--- config.mk ---
export PLATFORM = sky130hd
export DESIGN_NAME = mp2d_div
export DESIGN_NICKNAME = d
export VERILOG_FILES = /design/src/sv/mp2d_pkg.sv /design/src/sv/mp2d_div.sv
export SDC_FILE = /design/constraint.sdc
export NUM_CORES = 1
export LEC_CHECK = 0
export ABC_AREA = 1
export CAP_MARGIN = 10
export CORE_MARGIN = 8
export CORE_UTILIZATION = 40
export CTS_CLUSTER_DIAMETER = 150
export CTS_CLUSTER_SIZE = 12
export DETAILED_ROUTE_END_ITERATION = 10
export DONT_BUFFER_PORTS = 1
export SYNTH_ARGS = -nofsm -noshare
export SYNTH_HDL_FRONTEND = slang
export SYNTH_SLANG_ARGS = --single-unit
export TNS_END_PERCENT = 50
--- constraint.sdc ---
create_clock -name clk_i -period 1.55 [get_ports clk_i]
set_input_delay 0.31 -clock clk_i [delete_from_list [all_inputs] [get_ports clk_i]]
set_output_delay 0.31 -clock clk_i [all_outputs]
set_load 0.1 [all_outputs]
--- src/sv/mp2d_pkg.sv ---
package mp2d_pkg;

  localparam int DATA_W      = 16;
  localparam int COORD_W     = 11;
  localparam int CNT_W       = 10;
  localparam int ROW_LIMIT   = 1024;
  localparam int MAX_COLS    = 1024;
  localparam int MAX_WINDOW  = 8;
  localparam int STORE_COLS  = MAX_COLS + MAX_WINDOW;
  localparam int STORE_DEPTH = MAX_WINDOW * STORE_COLS;
  localparam int ADDR_W      = $clog2(STORE_DEPTH);
  localparam int SLOT_W      = $clog2(MAX_WINDOW);
  localparam int DIV_STEPS   = COORD_W;
  localparam int STEP_W      = $clog2(DIV_STEPS + 1);
  localparam int TDATA_W     = ((DATA_W + 2 * COORD_W + 7) / 8) * 8;

  typedef enum logic [2:0] {
    REG_IN_ROWS     = 3'd0,
    REG_IN_COLS     = 3'd1,
    REG_WINDOW_SIZE = 3'd2,
    REG_PAD_WIDTH   = 3'd3,
    REG_STEP_SIZE   = 3'd4,
    REG_PLANE_COUNT = 3'd5
  } cfg_reg_e;

  typedef struct packed {
    logic               start;
    logic [COORD_W-1:0] num;
    logic [3:0]         den;
  } div_req_t;

  typedef struct packed {
    logic               done;
    logic [COORD_W-1:0] quo;
    logic [3:0]         rem;
  } div_rsp_t;

endpackage

--- src/sv/mp2d_div.sv ---
module mp2d_div
  import mp2d_pkg::*;
(
  input  logic     clk_i,
  input  logic     rst_ni,
  input  div_req_t req_i,
  output div_rsp_t rsp_o
);

  logic [STEP_W-1:0]  cnt_q;
  logic               busy_q;
  logic [3:0]         rem_q;
  logic [3:0]         den_q;
  logic [COORD_W-1:0] num_q;
  logic [COORD_W-1:0] quo_q;
  logic               done_q;
  logic [4:0]         trial;
  logic               ge;

  // One quotient bit per cycle, restoring division.
  assign trial = {rem_q, num_q[COORD_W-1]};
  assign ge    = trial >= {1'b0, den_q};

  always_ff @(posedge clk_i or negedge rst_ni) begin
    if (!rst_ni) begin
      cnt_q  <= '0;
      busy_q <= 1'b0;
      done_q <= 1'b0;
    end else begin
      done_q <= 1'b0;
      if (req_i.start) begin
        busy_q <= 1'b1;
        cnt_q  <= '0;
        rem_q  <= '0;
        den_q  <= req_i.den;
        num_q  <= req_i.num;
      end else if (busy_q) begin
        rem_q <= ge ? 4'(trial - {1'b0, den_q}) : trial[3:0];
        num_q <= {num_q[COORD_W-2:0], 1'b0};
        quo_q <= {quo_q[COORD_W-2:0], ge};
        cnt_q <= cnt_q + 1'b1;
        if (cnt_q == STEP_W'(DIV_STEPS - 1)) begin
          busy_q <= 1'b0;
          done_q <= 1'b1;
        end
      end
    end
  end

  assign rsp_o.done = done_q;
  assign rsp_o.quo  = quo_q;
  assign rsp_o.rem  = rem_q;

endmodule

# After elaboration in Yosys (flattened, before gate mapping)
# Index checks and enable logic that the tools add are counted.
# classes
addsub	2
order_cmp	1
eq_ne	1
n_mux	12
bitwise_logic	1
reduce_logical	4
# op_table
cell	n
11-bit 2-to-1 mux	2
4-bit 2-to-1 mux	4
1-bit 2-to-1 mux	6
5-bit by 4-bit >= comparator with 1-bit output	1
4-bit by 1-bit adder with 4-bit output, second input constant	1
4-bit equality test, second input constant	1
2-bit AND reduction	2
4-bit subtractor	1
3-bit AND reduction	1
2-bit nonzero test	1
1-bit NOT	1
# totals
ff_bits	36
output_inout_bits	16
elab_cells	28

# Longest topological paths before layout
# Gate-level depths: netlist of run 1.
# depth
depth_word	4
mapped_depth	11

# Least setup slack after synthesis of run 1
# No wires, ideal clock.
# synth_path
path_type	register to register
start	register rem_q[1]
end	register rem_q[0], data pin
setup_ps	256
arrival_ps	1895
t_required_ps	1294
setup_slack_ps	-600
path_stages_with_launch	8
path_buffers	0
synth_period_minus_slack_ps	2150
cell_sequence	edfxtp_1 -> ha_1 -> a21oi_2 -> nand2_2 -> nand2_4 -> nand3_1 -> nand3_1 -> nand2_1
# synth_between
elab_chain_len	3
# synth_rtl
item	line_no	source
from (decl)	mp2d_div.sv:12	logic [3:0] rem_q;
from (signal assigned)	mp2d_div.sv:38	rem_q <= ge ? 4'(trial - {1'b0, den_q}) : trial[3:0];
5-bit by 4-bit >= comparator with 1-bit output	mp2d_div.sv:22	assign ge = trial >= {1'b0, den_q};
4-bit 2-to-1 mux	mp2d_div.sv:38	
4-bit 2-to-1 mux	mp2d_div.sv:37	end else if (busy_q) begin
# Every way passes these cells.
# A chain may end at the register's enable or synchronous reset.

# Worst setup path after layout of run 1
# layout_path
start	register rem_q[1]
end	register rem_q[1], data pin
# layout_between
elab_chain_len	3
# layout_rtl
item	line_no	source
5-bit by 4-bit >= comparator with 1-bit output	mp2d_div.sv:22	
named net ge	mp2d_div.sv:18	logic ge;
4-bit 2-to-1 mux	mp2d_div.sv:38	
4-bit 2-to-1 mux	mp2d_div.sv:37	
# The timed path passes the listed nets, and every way through them passes these cells.

==> results of run 1 <==
-- cell families (layout without fill, tap and decap cells) --
logic type | after synthesis | in the layout | synth area share (%)
compound gates | 7 | 7 | 2.36
fa+ha+maj | 7 | 7 | 5.78
flops | 36 | 36 | 63.9
xor+xnor | 1 | 1 | 0.533
simple gates | 77 | 77 | 21.5
buf+inv | 24 | 55 | 5.94
-- path summary, 6_finish.rpt --
check / end / slack [ns] / from
setup / recovery: rem_q[1] / -0.03 / rem_q[1]
max in group asynchronous: done_q / 0.98 / rst_ni
setup reg to reg: rem_q[1] / -0.03 / rem_q[1]
hold reg to reg: quo_q[3] / 0.46 / quo_q[2]
min in group asynchronous: cnt_q[2] / 0.34 / rst_ni
hold / removal: done_q / 0.10 / req_i[15]
-- power by group --
| part | switching [mW] | total [mW] | internal [mW] |
|---|---|---|---|
| logic | 0.367 | 0.537 | 0.170 |
| clock network | 0.305 | 0.710 | 0.405 |
| registers | 0.0357 | 1.16 | 1.13 |
| total | 0.708 | 2.41 | 1.70 |
-- final cells by class --
cell class,count,area [sq um]
Clock buffer,8,100
Fill cell,378,1940
Inverter,20,76.3
Multi-Input combinational cell,92,536
Sequential cell,36,1050
Tap cell,50,62.6
Timing Repair Buffer,27,205
-- what timing repair did --
item | in CTS | in global routing
pin swaps | 8 | 3
endpoints found under the setup margin | 4 | 15
gates resized for setup | 6 | 1
hold endpoints to repair | 6 | 0
setup buffers | 4 | 1
hold buffers | 1 | 0
-- layer usage --
layer	global-route usage (%)	share of wire (%)	up-vias
met1	11.2	44	470
met4	7.64	2.9	0
met5	0	0	-
met2	16.1	45	32
met3	4.35	8.2	8
li1	-	-	549
-- Yosys cell counts --
cell	count
ha_1	6
clkinv_1	1
nor4_1	1
nor2_2	1
nand4_1	1
inv_2	4
nor2_4	2
dfrtp_1	6
nor2_1	3
inv_1	15
a21oi_1	2
a21oi_2	1
buf_4	1
buf_2	3
fa_1	1
xnor2_1	1
o21ai_0	2
edfxtp_1	30
nand2_4	3
nand3_1	11
nand2_2	2
o21ai_1	2
nand2_1	53
-- flip-flops by register name, indices dropped and copies added, names as in the netlist --
signal  flops
quo_q      11
cnt_q       4
busy_q      1
num_q      11
done_q      1
rem_q       4
den_q       4
-- metrics by stage --
| stage | utilization [%] | total power, mW | cells |
|---|---|---|---|
| floorplan | - | 1.58 | 152 |
| global placement | 46.7 | 1.66 | 219 |
| detailed placement | 46.7 | 1.67 | 219 |
| CTS | 50.9 | 2.43 | 232 |
| global route | 51.1 | 2.52 | 233 |
| finish | 51.1 | 2.41 | 233 |
==> impl_metrics.ini, run 1 <==
[run_status]
status = complete, but fails checks
failed_checks = negative setup slack

[pwr]
peakVddDrop_uv = 611
powerDensity_nw_per_um2 = 1190
cellLeakagePower_nw = 0.924

[grt]
grt_pass1_wl_microns = 4950
grt.overflow.total = 0
track_usage_pct = 10.4
grt_max_degree = 17
grt_pass1_vias = 1097
grt_antenna_before_repair = 0

[floorplanning]
die_x_microns = 80.1
io_pins = 34
core-area_sq_um = 3970
die_height_microns = 80.1
rows = 23
initial_core_util_pct = 41.4
fp.dieArea_sq_um = 6420

[sta]
skew_ns = 0.00672
rsz0062_at_grt = true
drv_slew = 0
timing.fmax_ghz = 0.632
setup_viol = 3
min_period_over_period_pct = 102
tns_ns = -0.0622
hold_slack_ns = 0.101
relSlewSlack_pct = 65.2
worst_slack_ns = -0.0334
finalHoldViolCount = 0
min_period_ns = 1.58
tightest_slew_ns = 0.521

[critical_path]
crit_required_ns = 1.59
end_kind = flip-flop
critPathSlowestCell = edfxtp_1
crit_chain = ha_4 > nand2_2 > clkinv_2 > nand2_2 > nand2_2 > nand2_4 > nand2_4 > nand2_1 > nand3_1 > nand2_1
rr_worst_depth = 10
max_stage_delay_ns = 0.46
worstPathMaxFanout = 5
crit_type = flip-flop to flip-flop
crit_family = simple AND/OR/NAND/NOR gates
crit_buf_inv = 1
worstSetupStartpointType = flip-flop
worst_ep_arrival_time_ns = 1.62
cp.depth = 10
crit_top_cell = nand2_2

[run]
maxCapViolations = 0

[cells_and_area]
area_growth_pct = 23.5
layout-drive-gt1-share_pct = 29.0
layout_common_cells = nand2_1 (52), edfxtp_1 (30), buf_4 (26), inv_1 (14), nand3_1 (11)
layout.cells.most_common = nand2_1
antennaDiodeCount = 0
stdcell_area_sq_um = 2030
fin_nets = 207

[synth]
synth_warnings = 0
syn_inst = 152
yosysUniqueCellTypes = 23
syn_avg_cell_area_sq_um = 10.8
synth_top_area_share_pct = 54.8
syn_area_sq_um = 1640
syn-num-nets = 177
ys_seq_elements = 36
synth_area_leaders = edfxtp_1 (55%), nand2_1 (12%), dfrtp_1 (9.1%)
ys_seq_area_share_pct = 63.9
synth_area_leader_cell = edfxtp_1

[route]
finalWirelength_microns = 3000
viasPerCell = 4.55
first_pass_iters = 4
drcViolationCount = 0
wl_per_cell_microns = 12.9
drt_iter0_drc = 54
antenna_left = 0
vias = 1059

[cts]
h-tree-depth = 2
clk_pin_slew_worst_paths_ns = 0.06
cts-root-buf = clkbuf_8
clock_sinks = 36
numCtsBuffers = 5
clk_latency_ns = 0.29
clockBufferDepth = 2
tritoncts = built

[placed_design]
pre_cts_ws_ns = -0.104
post-dp-hpwl_microns = 2160
io_buffers = 0
postPlaceCellArea_sq_um = 1860
gp_congestion = 0.789

[hold_path]
hold_depth = 1
worst_hold_path_type = input pin to flip-flop
No activity file was read; power rests on OpenSTA's default activity.
==> run 2: changes to the inputs <==
--- a/config.mk
+++ b/config.mk
@@ -9,6 +9,7 @@
 export CAP_MARGIN = 10
 export CORE_MARGIN = 8
 export CORE_UTILIZATION = 40
+export CTS_BUF_LIST = sky130_fd_sc_hd__clkbuf_4
 export CTS_CLUSTER_DIAMETER = 150
 export CTS_CLUSTER_SIZE = 12
 export DETAILED_ROUTE_END_ITERATION = 10
==> impl_metrics.ini, run 2 (same netlist as run 1, synthesis figures left out) <==
[run_status]
status = complete, but fails checks
failed_checks = negative setup slack

[grt]
grt_antenna_before_repair = 0
grt_pass1_wl_microns = 4940
grt_pass1_vias = 1093
grt.overflow.total = 0
track_usage_pct = 10.2
grt_max_degree = 17

[placed_design]
gp_congestion = 0.789
io_buffers = 0
pre_cts_ws_ns = -0.104
placed_cells = 219
post-dp-hpwl_microns = 2160
postPlaceCellArea_sq_um = 1860

[floorplanning]
core-area_sq_um = 3970
fp.dieArea_sq_um = 6420
die_x_microns = 80.1
die_height_microns = 80.1
initial_core_util_pct = 41.4
io_pins = 34
rows = 23

[sta]
tns_ns = -0.0563
tightest_slew_ns = 0.541
finalHoldViolCount = 0
timing.fmax_ghz = 0.631
skew_ns = 0.0147
hold_slack_ns = 0.0781
min_period_over_period_pct = 102
setup_viol = 2
drv_slew = 0
min_period_ns = 1.58
rsz0062_at_grt = true
worst_slack_ns = -0.0350
relSlewSlack_pct = 63.9

[pwr]
peakVddDrop_uv = 626
cellLeakagePower_nw = 0.907
p_total_mw = 2.17
powerDensity_nw_per_um2 = 1090

[route]
drcViolationCount = 0
wl_per_cell_microns = 12.9
finalWirelength_microns = 3010
drt_iter0_drc = 52
vias = 1072
antenna_left = 0
viasPerCell = 4.58
first_pass_iters = 4

[cts]
h-tree-depth = 2
clockBufferDepth = 2
clk_latency_ns = 0.33
clock_sinks = 36
clk_pin_slew_worst_paths_ns = 0.09
tritoncts = built
cts-root-buf = clkbuf_4
numCtsBuffers = 5

[cells_and_area]
fin_nets = 208
regArea_sq_um = 1050
finalNonFillerCells = 234
layout_common_cells = nand2_1 (52), edfxtp_1 (30), buf_4 (25), inv_1 (13), nand3_1 (11)
layout.cells.most_common = nand2_1
layout-drive-gt1-share_pct = 28.8
antennaDiodeCount = 0
stdcell_area_sq_um = 2000
area_growth_pct = 21.5
fillers = 378
multi_input_area_sq_um = 536
fin_util_pct = 50.3
top_regs = num_q (11), quo_q (11)

[hold_path]
min_to = den_q[2]
min_from = req_i[2]
hold_depth = 0
worst_hold_path_type = input pin to flip-flop

[critical_path]
reg2reg_from = rem_q[1]
worst_ep_arrival_time_ns = 1.67
worstSetupStartpointType = flip-flop
crit_top_cell = nand2_2
end_kind = flip-flop
crit_type = flip-flop to flip-flop
r2r_slack_ns = -0.03
crit_required_ns = 1.64
crit_buf_inv = 1
critPathSlowestCell = edfxtp_1
max_stage_delay_ns = 0.46
worstPathMaxFanout = 5
rr_worst_depth = 10
crit_family = simple AND/OR/NAND/NOR gates
crit_chain = ha_4 > nand2_2 > clkinv_2 > nand2_2 > nand2_2 > nand2_4 > nand2_4 > nand2_1 > nand3_1 > nand2_1
worstReg2RegEnd = rem_q[1]

[run]
maxCapViolations = 0
## run 2: cell count changes in the layout (fill, tap and decap cells not counted)
cell / before / now
inv_2: 5 / 6
clkbuf_8: 7 / 0
buf_4: 26 / 25
buf_6: 0 / 1
clkbuf_1: 1 / 0
dlygate4sd3_1: 1 / 2
clkbuf_4: 0 / 6
clkinv_1: 0 / 2
inv_1: 14 / 13
## run 2: how the worst max path moves through the flow
stage	cells past startpoint	slack, ns	end	start
floorplan	9	-0.57	rem_q[0]	rem_q[0]
finish	10	-0.03	rem_q[1]	rem_q[1]
CTS	10	-0.04	rem_q[0]	rem_q[1]
global route	10	-0.13	rem_q[0]	rem_q[1]
detailed placement	8	-0.10	rem_q[2]	num_q[10]
global placement	8	-0.05	rem_q[2]	num_q[10]
## run 2: worst reg2reg max path, cell delays in order, from the launching register on
cell,delay (ns)
edfxtp_1,0.46
ha_4,0.34
nand2_2,0.06
clkinv_2,0.05
nand2_2,0.04
nand2_2,0.06
nand2_4,0.07
nand2_4,0.08
nand2_1,0.06
nand3_1,0.08
nand2_1,0.07
## run 2: layout make-up
| cell class | instances | area share [%] |
|---|---|---|
| Clock buffer | 6 | 2.26 |
| Clock inverter | 2 | 0.376 |
| Inverter | 20 | 3.82 |
| Multi-Input combinational cell | 92 | 26.8 |
| Sequential cell | 36 | 52.6 |
| Tap cell | 50 | 3.13 |
| Timing Repair Buffer | 28 | 11.0 |
## run 2: report_power, final
part | total, mW | internal (mW) | switching (mW)
clock network | 0.466 | 0.185 | 0.281
logic | 0.544 | 0.175 | 0.369
registers | 1.16 | 1.12 | 0.0353
## run 2: what timing repair did
item,4_1_cts,5_1_grt
endpoints found under the hold margin,6,1
endpoints found under the setup margin,4,16
hold buffers,1,1
pin swaps,6,0
gates resized for setup,6,3
buffers inserted,4,1
## run 2: routing by layer
layer / wire (microns) / up-vias / global-route usage, %
met1: 1320 / 480 / 11.3
met2: 1380 / 35 / 16.0
met5: 0 / - / 0
met4: 61 / 0 / 6.55
li1: - / 553 / -
met3: 249 / 4 / 4.13
